File: src/sv/pi_phase_controller_with_ramp_macros.svh
// assertion macros for the pi phase controller block
`ifndef PI_PHASE_CONTROLLER_WITH_RAMP_MACROS_SVH
`define PI_PHASE_CONTROLLER_WITH_RAMP_MACROS_SVH

`ifndef SYNTHESIS
// property checked on every rising clock edge outside reset
`define PIPCR_ASSERT(lbl, clk, rstn, prop, msg) \
  lbl: assert property (@(posedge clk) disable iff (!rstn) (prop)) else $error(msg);
// implication checked on every rising clock edge outside reset
`define PIPCR_ASSERT_IMP(lbl, clk, rstn, ante, cons, msg) \
  lbl: assert property (@(posedge clk) disable iff (!rstn) (ante) |-> (cons)) else $error(msg);
`else
`define PIPCR_ASSERT(lbl, clk, rstn, prop, msg)
`define PIPCR_ASSERT_IMP(lbl, clk, rstn, ante, cons, msg)
`endif

`endif

File: src/sv/pipcr_pkg.sv
// shared types and constants of the pi phase controller
`default_nettype none

package pipcr_pkg;

  localparam int ADC_W   = 12;
  localparam int GAIN_W  = 16;
  localparam int PHASE_W = 15;
  localparam int INTEG_W = 16;
  localparam int PC_W    = 16;
  localparam int ERR_W   = ADC_W + 1;
  localparam int MAG_W   = ADC_W + GAIN_W;
  localparam int QUOT_W  = 25;
  localparam int RECIP_W = 32;
  localparam int RECIP_SHIFT = 35;
  localparam int SUM_W   = 27;
  localparam int CFG_IDX_W  = 3;
  localparam int CFG_DATA_W = 16;
  localparam int IN_TDATA_W  = 16;
  localparam int OUT_TDATA_W = 40;

  // reciprocal of ten, exact with the shift above for any 32-bit magnitude
  localparam logic [RECIP_W-1:0] RECIP_TEN = 32'hCCCC_CCCD;

  localparam logic signed [SUM_W-1:0] INTEG_LIMIT = 27'sd21888;
  localparam logic signed [SUM_W-1:0] PHASE_MAX   = 27'sd25000;
  localparam logic signed [SUM_W-1:0] PHASE_MIN   = 27'sd16;
  localparam logic signed [ERR_W-1:0] LOCK_ERR    = 13'sd5;
  localparam logic signed [ERR_W-1:0] GATE_ERR    = 13'sd10;

  localparam logic [PC_W-1:0]   PC_RESET         = 16'd16;
  localparam logic [ADC_W-1:0]  TARGET_RESET     = 12'd2400;
  localparam logic [GAIN_W-1:0] PROP_GAIN_RESET  = 16'd100;
  localparam logic [GAIN_W-1:0] INTEG_GAIN_RESET = 16'd1;
  localparam logic [PC_W-1:0]   RAMP_LIMIT_RESET = 16'd17000;

  typedef enum logic [1:0] {
    MODE_START  = 2'd0,
    MODE_CLOSED = 2'd1,
    MODE_GATED  = 2'd2,
    MODE_FREE   = 2'd3
  } mode_e;

  typedef enum logic [CFG_IDX_W-1:0] {
    CFG_TARGET     = 3'd0,
    CFG_PROP_GAIN  = 3'd1,
    CFG_INTEG_GAIN = 3'd2,
    CFG_RAMP_LIMIT = 3'd3,
    CFG_START_MODE = 3'd4
  } cfg_idx_e;

  typedef struct packed {
    logic [ADC_W-1:0]  target_level;
    logic [GAIN_W-1:0] prop_gain;
    logic [GAIN_W-1:0] integ_gain;
    logic [PC_W-1:0]   ramp_limit;
  } cfg_t;

  typedef struct packed {
    logic  load;
    mode_e mode;
  } mode_ld_t;

  typedef struct packed {
    logic signed [ERR_W-1:0] err;
    logic                    neg;
    logic [MAG_W-1:0]        prop_mag;
    logic [MAG_W-1:0]        integ_mag;
  } prod_t;

  typedef struct packed {
    logic signed [ERR_W-1:0]  err;
    logic signed [QUOT_W:0]   prop;
    logic signed [QUOT_W:0]   integ_inc;
  } quot_t;

  typedef struct packed {
    logic [INTEG_W-1:0] integral;
    mode_e              mode;
    logic [PHASE_W-1:0] phase;
  } res_t;

endpackage

`default_nettype wire

File: src/sv/pipcr_prod.sv
// error and gain product stage of the pi phase controller
`default_nettype none

module pipcr_prod (
  input  logic                              clk_i,
  input  logic                              rst_ni,
  input  logic                              en_i,
  input  logic                              valid_i,
  input  logic [pipcr_pkg::ADC_W-1:0]       adc_i,
  input  pipcr_pkg::cfg_t                   cfg_i,
  output logic                              valid_o,
  output pipcr_pkg::prod_t                  prod_o
);
  import pipcr_pkg::*;

  logic signed [ERR_W-1:0] err;
  logic [ADC_W-1:0]        err_mag;
  prod_t                   prod_d, prod_q;
  logic                    valid_q;

  always_comb begin
    err = $signed({1'b0, cfg_i.target_level}) - $signed({1'b0, adc_i});
    err_mag = err[ERR_W-1] ? ADC_W'(-err) : err[ADC_W-1:0];
    prod_d.err       = err;
    prod_d.neg       = err[ERR_W-1];
    prod_d.prop_mag  = MAG_W'(cfg_i.prop_gain) * MAG_W'(err_mag);
    prod_d.integ_mag = MAG_W'(cfg_i.integ_gain) * MAG_W'(err_mag);
  end

  always_ff @(posedge clk_i or negedge rst_ni) begin
    if (!rst_ni) begin
      valid_q <= 1'b0;
    end else if (en_i) begin
      valid_q <= valid_i;
    end
  end

  always_ff @(posedge clk_i) begin
    if (en_i && valid_i) begin
      prod_q <= prod_d;
    end
  end

  assign valid_o = valid_q;
  assign prod_o  = prod_q;

endmodule

`default_nettype wire

File: src/sv/pipcr_div.sv
// divide-by-ten stage with truncation toward zero
`default_nettype none

module pipcr_div (
  input  logic              clk_i,
  input  logic              rst_ni,
  input  logic              en_i,
  input  logic              valid_i,
  input  pipcr_pkg::prod_t  prod_i,
  output logic              valid_o,
  output pipcr_pkg::quot_t  quot_o
);
  import pipcr_pkg::*;

  localparam int FULL_W = MAG_W + RECIP_W;

  logic [FULL_W-1:0] prop_full, integ_full;
  logic [QUOT_W-1:0] prop_div, integ_div;
  quot_t             quot_d, quot_q;
  logic              valid_q;

  always_comb begin
    prop_full  = FULL_W'(prod_i.prop_mag) * FULL_W'(RECIP_TEN);
    integ_full = FULL_W'(prod_i.integ_mag) * FULL_W'(RECIP_TEN);
    prop_div   = prop_full[RECIP_SHIFT +: QUOT_W];
    integ_div  = integ_full[RECIP_SHIFT +: QUOT_W];
    quot_d.err = prod_i.err;
    // magnitude quotient, sign put back afterwards
    quot_d.prop      = prod_i.neg ? -$signed({1'b0, prop_div})  : $signed({1'b0, prop_div});
    quot_d.integ_inc = prod_i.neg ? -$signed({1'b0, integ_div}) : $signed({1'b0, integ_div});
  end

  always_ff @(posedge clk_i or negedge rst_ni) begin
    if (!rst_ni) begin
      valid_q <= 1'b0;
    end else if (en_i) begin
      valid_q <= valid_i;
    end
  end

  always_ff @(posedge clk_i) begin
    if (en_i && valid_i) begin
      quot_q <= quot_d;
    end
  end

  assign valid_o = valid_q;
  assign quot_o  = quot_q;

endmodule

`default_nettype wire

File: src/sv/pipcr_loop.sv
// mode, ramp and integral state with the result register
`default_nettype none

module pipcr_loop (
  input  logic                clk_i,
  input  logic                rst_ni,
  input  logic                en_i,
  input  logic                valid_i,
  input  pipcr_pkg::quot_t    quot_i,
  input  pipcr_pkg::cfg_t     cfg_i,
  input  pipcr_pkg::mode_ld_t mode_ld_i,
  output logic                valid_o,
  output pipcr_pkg::res_t     res_o
);
  import pipcr_pkg::*;

  mode_e                      mode_q, mode_d;
  logic [PC_W-1:0]            pc_q, pc_d, pc_inc;
  logic signed [INTEG_W-1:0]  integ_q, integ_d, integ_base;
  logic [PHASE_W-1:0]         held_q, held_d;
  logic [PC_W-1:0]            hold_val;
  logic signed [SUM_W-1:0]    sum, integ_clamped, outv;
  logic                       ramp_en;
  logic                       valid_q;
  res_t                       res_q;
  logic                       step;

  assign step = en_i && valid_i;

  always_comb begin
    mode_d     = mode_q;
    pc_d       = pc_q;
    integ_base = integ_q;
    hold_val   = {1'b0, held_q};
    // start-up: count, lock onto the loop once the signed error is at most LOCK_ERR
    if (mode_q == MODE_START) begin
      pc_d       = pc_q + 16'd1;
      hold_val   = pc_q + 16'd1;
      integ_base = '0;
      if (quot_i.err <= LOCK_ERR) begin
        mode_d = MODE_CLOSED;
      end
    end
    pc_inc        = pc_d + 16'd1;
    sum           = SUM_W'(integ_base) + SUM_W'(quot_i.integ_inc);
    integ_clamped = SUM_W'(integ_base);
    outv          = $signed({11'b0, hold_val});
    integ_d       = integ_base;
    ramp_en       = 1'b0;
    unique case (mode_d)
      MODE_CLOSED: begin
        if (sum > INTEG_LIMIT) begin
          integ_clamped = INTEG_LIMIT;
        end else if (sum < -INTEG_LIMIT) begin
          integ_clamped = -INTEG_LIMIT;
        end else begin
          integ_clamped = sum;
        end
        integ_d = integ_clamped[INTEG_W-1:0];
        outv    = SUM_W'(quot_i.prop) + integ_clamped;
      end
      MODE_GATED: ramp_en = (quot_i.err <= GATE_ERR);
      MODE_FREE:  ramp_en = 1'b1;
      default:    ramp_en = 1'b0;
    endcase
    if (ramp_en && (pc_d < cfg_i.ramp_limit)) begin
      pc_d = pc_inc;
      outv = $signed({11'b0, pc_inc});
    end
    if (outv >= PHASE_MAX) begin
      held_d = PHASE_MAX[PHASE_W-1:0];
    end else if (outv < PHASE_MIN) begin
      held_d = PHASE_MIN[PHASE_W-1:0];
    end else begin
      held_d = outv[PHASE_W-1:0];
    end
  end

  always_ff @(posedge clk_i or negedge rst_ni) begin
    if (!rst_ni) begin
      mode_q  <= MODE_START;
      pc_q    <= PC_RESET;
      integ_q <= '0;
      held_q  <= '0;
      valid_q <= 1'b0;
    end else begin
      if (mode_ld_i.load) begin
        mode_q <= mode_ld_i.mode;
      end else if (step) begin
        mode_q <= mode_d;
      end
      if (step) begin
        pc_q    <= pc_d;
        integ_q <= integ_d;
        held_q  <= held_d;
      end
      if (en_i) begin
        valid_q <= valid_i;
      end
    end
  end

  always_ff @(posedge clk_i) begin
    if (step) begin
      res_q.phase    <= held_d;
      res_q.mode     <= mode_d;
      res_q.integral <= integ_d;
    end
  end

  assign valid_o = valid_q;
  assign res_o   = res_q;

endmodule

`default_nettype wire

File: src/sv/pi_phase_controller_with_ramp.sv
// top level of the pi phase controller with start-up and ramp modes
//
//  channel   direction  transaction content
//  s_axis    in         adc sample, one per control period
//  m_axis    out        phase command, mode and integral after the step
//  cfg       in         register write, index and data, no read-back
//
// one transaction a cycle sustained unless m_axis_tready stalls; a sample passes the
// input register, gain multipliers, reciprocal multipliers for the division by
// ten, then the state update into the result register
// each stage holds only while it is full and the stage after it is held,
// so bubbles close up and input is taken while a result waits
// reset clears valid bits, integral and held phase, loads configuration and counter defaults, mode to start-up
`default_nettype none

`include "pi_phase_controller_with_ramp_macros.svh"

module pi_phase_controller_with_ramp (
  input  logic                                  clk_i,
  input  logic                                  rst_ni,
  // configuration write port
  input  logic                                  cfg_we_i,
  input  logic [pipcr_pkg::CFG_IDX_W-1:0]       cfg_idx_i,
  input  logic [pipcr_pkg::CFG_DATA_W-1:0]      cfg_wdata_i,
  // sample input
  input  logic                                  s_axis_tvalid,
  output logic                                  s_axis_tready,
  input  logic [pipcr_pkg::IN_TDATA_W-1:0]      s_axis_tdata,  // [11:0] adc_sample
  // result output
  output logic                                  m_axis_tvalid,
  input  logic                                  m_axis_tready,
  // [14:0] phase_out, [16:15] mode_out, [32:17] integral_out
  output logic [pipcr_pkg::OUT_TDATA_W-1:0]     m_axis_tdata
);
  import pipcr_pkg::*;

  cfg_t             cfg_q;
  mode_ld_t         mode_ld;
  logic             in_v_q;
  logic [ADC_W-1:0] adc_q;
  logic             prod_v, quot_v, res_v;
  prod_t            prod;
  quot_t            quot;
  res_t             res;
  logic             en_in, en_prod, en_quot, en_res;

  // stage enables, from the output back
  assign en_res  = !res_v  || m_axis_tready;
  assign en_quot = !quot_v || en_res;
  assign en_prod = !prod_v || en_quot;
  assign en_in   = !in_v_q || en_prod;

  assign s_axis_tready = en_in;

  // configuration registers
  always_ff @(posedge clk_i or negedge rst_ni) begin
    if (!rst_ni) begin
      cfg_q.target_level <= TARGET_RESET;
      cfg_q.prop_gain    <= PROP_GAIN_RESET;
      cfg_q.integ_gain   <= INTEG_GAIN_RESET;
      cfg_q.ramp_limit   <= RAMP_LIMIT_RESET;
    end else if (cfg_we_i) begin
      unique case (cfg_idx_e'(cfg_idx_i))
        CFG_TARGET:     cfg_q.target_level <= cfg_wdata_i[ADC_W-1:0];
        CFG_PROP_GAIN:  cfg_q.prop_gain    <= cfg_wdata_i[GAIN_W-1:0];
        CFG_INTEG_GAIN: cfg_q.integ_gain   <= cfg_wdata_i[GAIN_W-1:0];
        CFG_RAMP_LIMIT: cfg_q.ramp_limit   <= cfg_wdata_i[PC_W-1:0];
        default:        ;
      endcase
    end
  end

  // start mode has no register of its own beyond the live mode it loads
  assign mode_ld.load = cfg_we_i && (cfg_idx_e'(cfg_idx_i) == CFG_START_MODE);
  assign mode_ld.mode = mode_e'(cfg_wdata_i[1:0]);

  // input register
  always_ff @(posedge clk_i or negedge rst_ni) begin
    if (!rst_ni) begin
      in_v_q <= 1'b0;
    end else if (en_in) begin
      in_v_q <= s_axis_tvalid;
    end
  end

  always_ff @(posedge clk_i) begin
    if (en_in && s_axis_tvalid) begin
      adc_q <= s_axis_tdata[ADC_W-1:0];
    end
  end

  pipcr_prod u_prod (
    .clk_i   (clk_i),
    .rst_ni  (rst_ni),
    .en_i    (en_prod),
    .valid_i (in_v_q),
    .adc_i   (adc_q),
    .cfg_i   (cfg_q),
    .valid_o (prod_v),
    .prod_o  (prod)
  );

  pipcr_div u_div (
    .clk_i   (clk_i),
    .rst_ni  (rst_ni),
    .en_i    (en_quot),
    .valid_i (prod_v),
    .prod_i  (prod),
    .valid_o (quot_v),
    .quot_o  (quot)
  );

  pipcr_loop u_loop (
    .clk_i     (clk_i),
    .rst_ni    (rst_ni),
    .en_i      (en_res),
    .valid_i   (quot_v),
    .quot_i    (quot),
    .cfg_i     (cfg_q),
    .mode_ld_i (mode_ld),
    .valid_o   (res_v),
    .res_o     (res)
  );

  assign m_axis_tvalid = res_v;
  assign m_axis_tdata  = OUT_TDATA_W'(res);

  // phase command always inside the clamp window
  `PIPCR_ASSERT_IMP(a_phase_range, clk_i, rst_ni, m_axis_tvalid,
                    (res.phase >= 15'd16) && (res.phase <= 15'd25000), "phase out of range")
  // integral always inside its clamp
  `PIPCR_ASSERT_IMP(a_integ_range, clk_i, rst_ni, m_axis_tvalid,
                    ($signed(res.integral) <= 16'sd21888) &&
                    ($signed(res.integral) >= -16'sd21888), "integral out of range")
  // start-up keeps the integral cleared
  `PIPCR_ASSERT_IMP(a_start_integ, clk_i, rst_ni, m_axis_tvalid && (res.mode == MODE_START),
                    res.integral == '0, "integral not cleared in start-up")
  // an empty result register never blocks the input
  `PIPCR_ASSERT_IMP(a_ready_empty, clk_i, rst_ni, !m_axis_tvalid, s_axis_tready,
                    "input blocked with empty output")

endmodule

`default_nettype wire
File: config.mk
export PLATFORM = sky130hd
export DESIGN_NAME = pi_phase_controller_with_ramp
export DESIGN_NICKNAME = d
export VERILOG_FILES = /design/src/sv/pipcr_pkg.sv /design/src/sv/pipcr_prod.sv /design/src/sv/pipcr_div.sv /design/src/sv/pipcr_loop.sv /design/src/sv/pi_phase_controller_with_ramp.sv
export VERILOG_INCLUDE_DIRS = /design/src /design/src/sv
export SDC_FILE = /design/constraint.sdc
export NUM_CORES = 2
export LEC_CHECK = 0
export BUFFER_PORTS_ARGS = -buffer_cell sky130_fd_sc_hd__clkbuf_2
export CAP_MARGIN = 20
export CORE_ASPECT_RATIO = 0.7
export CORE_MARGIN = 2
export CORE_UTILIZATION = 60
export DETAILED_ROUTE_END_ITERATION = 10
export MAX_ROUTING_LAYER = met4
export PLACE_DENSITY = 0.88
export SLEW_MARGIN = 25
export SYNTH_ARGS = -nofsm -noshare
export SYNTH_HDL_FRONTEND = slang
export SYNTH_SLANG_ARGS = --single-unit
File: constraint.sdc
create_clock -name clk_i -period 22.2 [get_ports clk_i]
set_clock_uncertainty 0.05 [all_clocks]
set_input_delay 1.11 -clock clk_i [delete_from_list [all_inputs] [get_ports clk_i]]
set_output_delay 1.11 -clock clk_i [all_outputs]
set_load 0.02 [all_outputs]
==> impl_metrics.json <==
{
  "synth_edf_count": 179,
  "hold_viol_final": 0,
  "grt_overflow": 0,
  "post_drt_wl_per_cell_um": 20.8,
  "routed_wl_um": 132000,
  "cts_setup_buffers": 0,
  "synthArstFlopShare_pct": 38.7,
  "avgSynthCellArea_um2": 9.48,
  "numCtsBuffers": 31,
  "status": "complete, no violations",
  "synth_area_leaders": "fa_1 28%, ha_1 17%, edfxtp_1 11%, inv_1 8.2%, dfrtp_1 5.0%",
  "critPathLaunchType": "register",
  "holdWs_ns": 0.369,
  "maxCapViolations": 0,
  "syn_to_final_growth_pct": 5.05,
  "period_minus_slack_ns": 10.30,
  "first_iter_violations": 3728,
  "layout_commonest_cell": "inv_1",
  "drc": 0,
  "crit_path_end_kind": "register",
  "clk_path_buf_depth": 3,
  "tightest_slew_ns": 1.09,
  "htree_levels": 1,
  "ant_nets": 0,
  "arrival_ns": 10.78,
  "yosysUniqueCellTypes": 100,
  "drv_slew": 0,
  "slew_headroom_pct": 26.8,
  "grt_pass1_vias": 38682,
  "dp_hpwl_um": 108000,
  "worstPathRequired_ns": 22.67,
  "synth_cells": 5263,
  "grt.met3_usage_pct": 8.66,
  "use_met1_pct": 45.9,
  "cpMostUsedCell": "a211oi_1",
  "max_freq_mhz": 97.1,
  "top_usage_layer": "met2",
  "path_class": "reg -> reg",
  "ys_warn_count": 0,
  "grt_max_degree": 70,
  "synth_ff_type": "edfxtp_1",
  "die_h_um": 245,
  "holdBufCountCts": 0,
  "slowest_delay_ns": 0.70,
  "initial_core_util_pct": 60.6,
  "drive_above_1_share_pct": 5.89,
  "fin_tns_setup_ns": 0,
  "firstDrtPassIters": 7,
  "finalSetupViolCount": 0,
  "vias": 37963,
  "io_buffer_count": 70,
  "seq_area_frac_synth_pct": 16.5,
  "die_w_um": 349,
  "cts_resized": 0,
  "cp_max_fo": 34,
  "final_cell_mix": "1087 x inv_1, 703 x fa_1, 694 x ha_1",
  "rsz0062_at_grt": "no",
  "cts.sinks": 292,
  "use_met2_pct": 46.2,
  "via_per_inst": 5.98,
  "cts_tree": "built",
  "clk_pin_slew_worst_paths_ns": 0.07,
  "dieArea_um2": 85500,
  "grt_antenna_before_repair": 2,
  "nets": 6676,
  "coreArea_um2": 82400,
  "track_usage_pct": 32.2,
  "clk_latency_ns": 0.61,
  "cts-root-buf": "clkbuf_16",
  "synth_seq_cells": 292,
  "io_pins": 82,
  "gp_congestion": 1.02,
  "row_count": 88,
  "grt_pass1_wl_um": 211000,
  "synth_largest_area_cell": "fa_1",
  "synth_top_area_share_pct": 28.2,
  "netlist_area_um2": 49900,
  "critPathSlowestCell": "nor3_1",
  "min_period_over_period_pct": 46.4,
  "hp-class": "reg -> reg"
}
## final timing paths
check,start,end,slack [ns],cells after the start
min,u_prod.prod_o[64],u_div.quot_o[59],0.37,0
max in group asynchronous,rst_ni,u_loop.held_q[1],20.07,2
max,u_loop.mode_q[0],u_loop.held_q[1],11.90,31
min reg2reg,u_prod.prod_o[64],u_div.quot_o[59],0.37,0
min in group asynchronous,rst_ni,u_loop.integ_q[9],0.55,1
max reg2reg,u_loop.mode_q[0],u_loop.held_q[1],11.90,31
## cell usage after synthesis, types with 48 or more instances
library cell and n:
nand4_1 48, inv_1 1087, nand2_1 460, nand3_1 59
a21oi_1 210, a21o_1 79, edfxtp_1 179, xnor2_1 172
and2_1 98, nor2b_1 98, nand2b_1 53, mux2_2 73
dfrtp_1 99, nor2_1 186, o21ai_0 158, nor3_1 52
clkbuf_1 130, xor2_1 76, fa_1 703, ha_1 694
## logic make-up (layout without fill, tap and decap cells)
family / Yosys count / after routing / share of synthesized area [%]
muxes: 86 / 86 / 1.91
buffers and inverters: 1249 / 1243 / 9.51
and+or+nand+nor: 1200 / 1200 / 11.8
DFF: 292 / 292 / 16.5
AOI/OAI and AO/OA: 790 / 790 / 10.3
adders and majority gates: 1397 / 1397 / 45.6
xor gates and xnor gates: 248 / 248 / 4.35
other: 1 / 11 / 0.00752
## state kept, by name (all words and copies together) (netlist names)
name	count
u_loop.integ_q	16
u_prod.valid_o	1
u_div.valid_o	1
u_loop.valid_o	1
adc_q	12
u_loop.pc_q	16
in_v_q	1
u_loop.mode_q	2
u_loop.res_o	33
cfg_q	60
u_loop.held_q	15
u_prod.prod_o	69
u_div.quot_o	65
## metrics by stage
stage                     instances  setup WS, ns  cell area (um2)  util (%)
final                          6347         11.90            52400      63.6
after global routing           6345         11.41            52400      63.6
after CTS                      6343         12.25            52400      63.6
after detailed placement       6286         12.36            51200      62.2
after global placement         6286         12.46            51200      62.2
after floorplan                5269         13.73            49900         -
## metal layers
metal	share of wire (%)	up-vias
met5	0	-
met2	42	1881
met4	2.5	0
li1	-	17073
met3	12	222
met1	44	18787
## layout make-up
class | instances | area, um2
multi-input cells | 3728 | 37000
fillers | 6320 | 30000
flip-flops and latches | 292 | 8220
inverters | 1092 | 4100
well taps | 1080 | 1350
clock buffers | 32 | 790
repair buffers | 94 | 533
clock inverters | 25 | 347
diodes | 4 | 10.0
## critical path: cells and delay by family, from the launching register on
kind / cells / cell delay [ns]
multiplexers: 1 / 0.16
AND/OR/NAND/NOR: 11 / 4.10
AO/OA/AOI/OAI: 14 / 3.94
flip-flops: 1 / 0.54
adder cells (fa/ha/maj): 4 / 1.13
buffers and inverters: 1 / 0.25
Power is left out: the tool's default activity adds up to more than one toggle a clock period on the data nets, which glitch-free logic cannot reach.
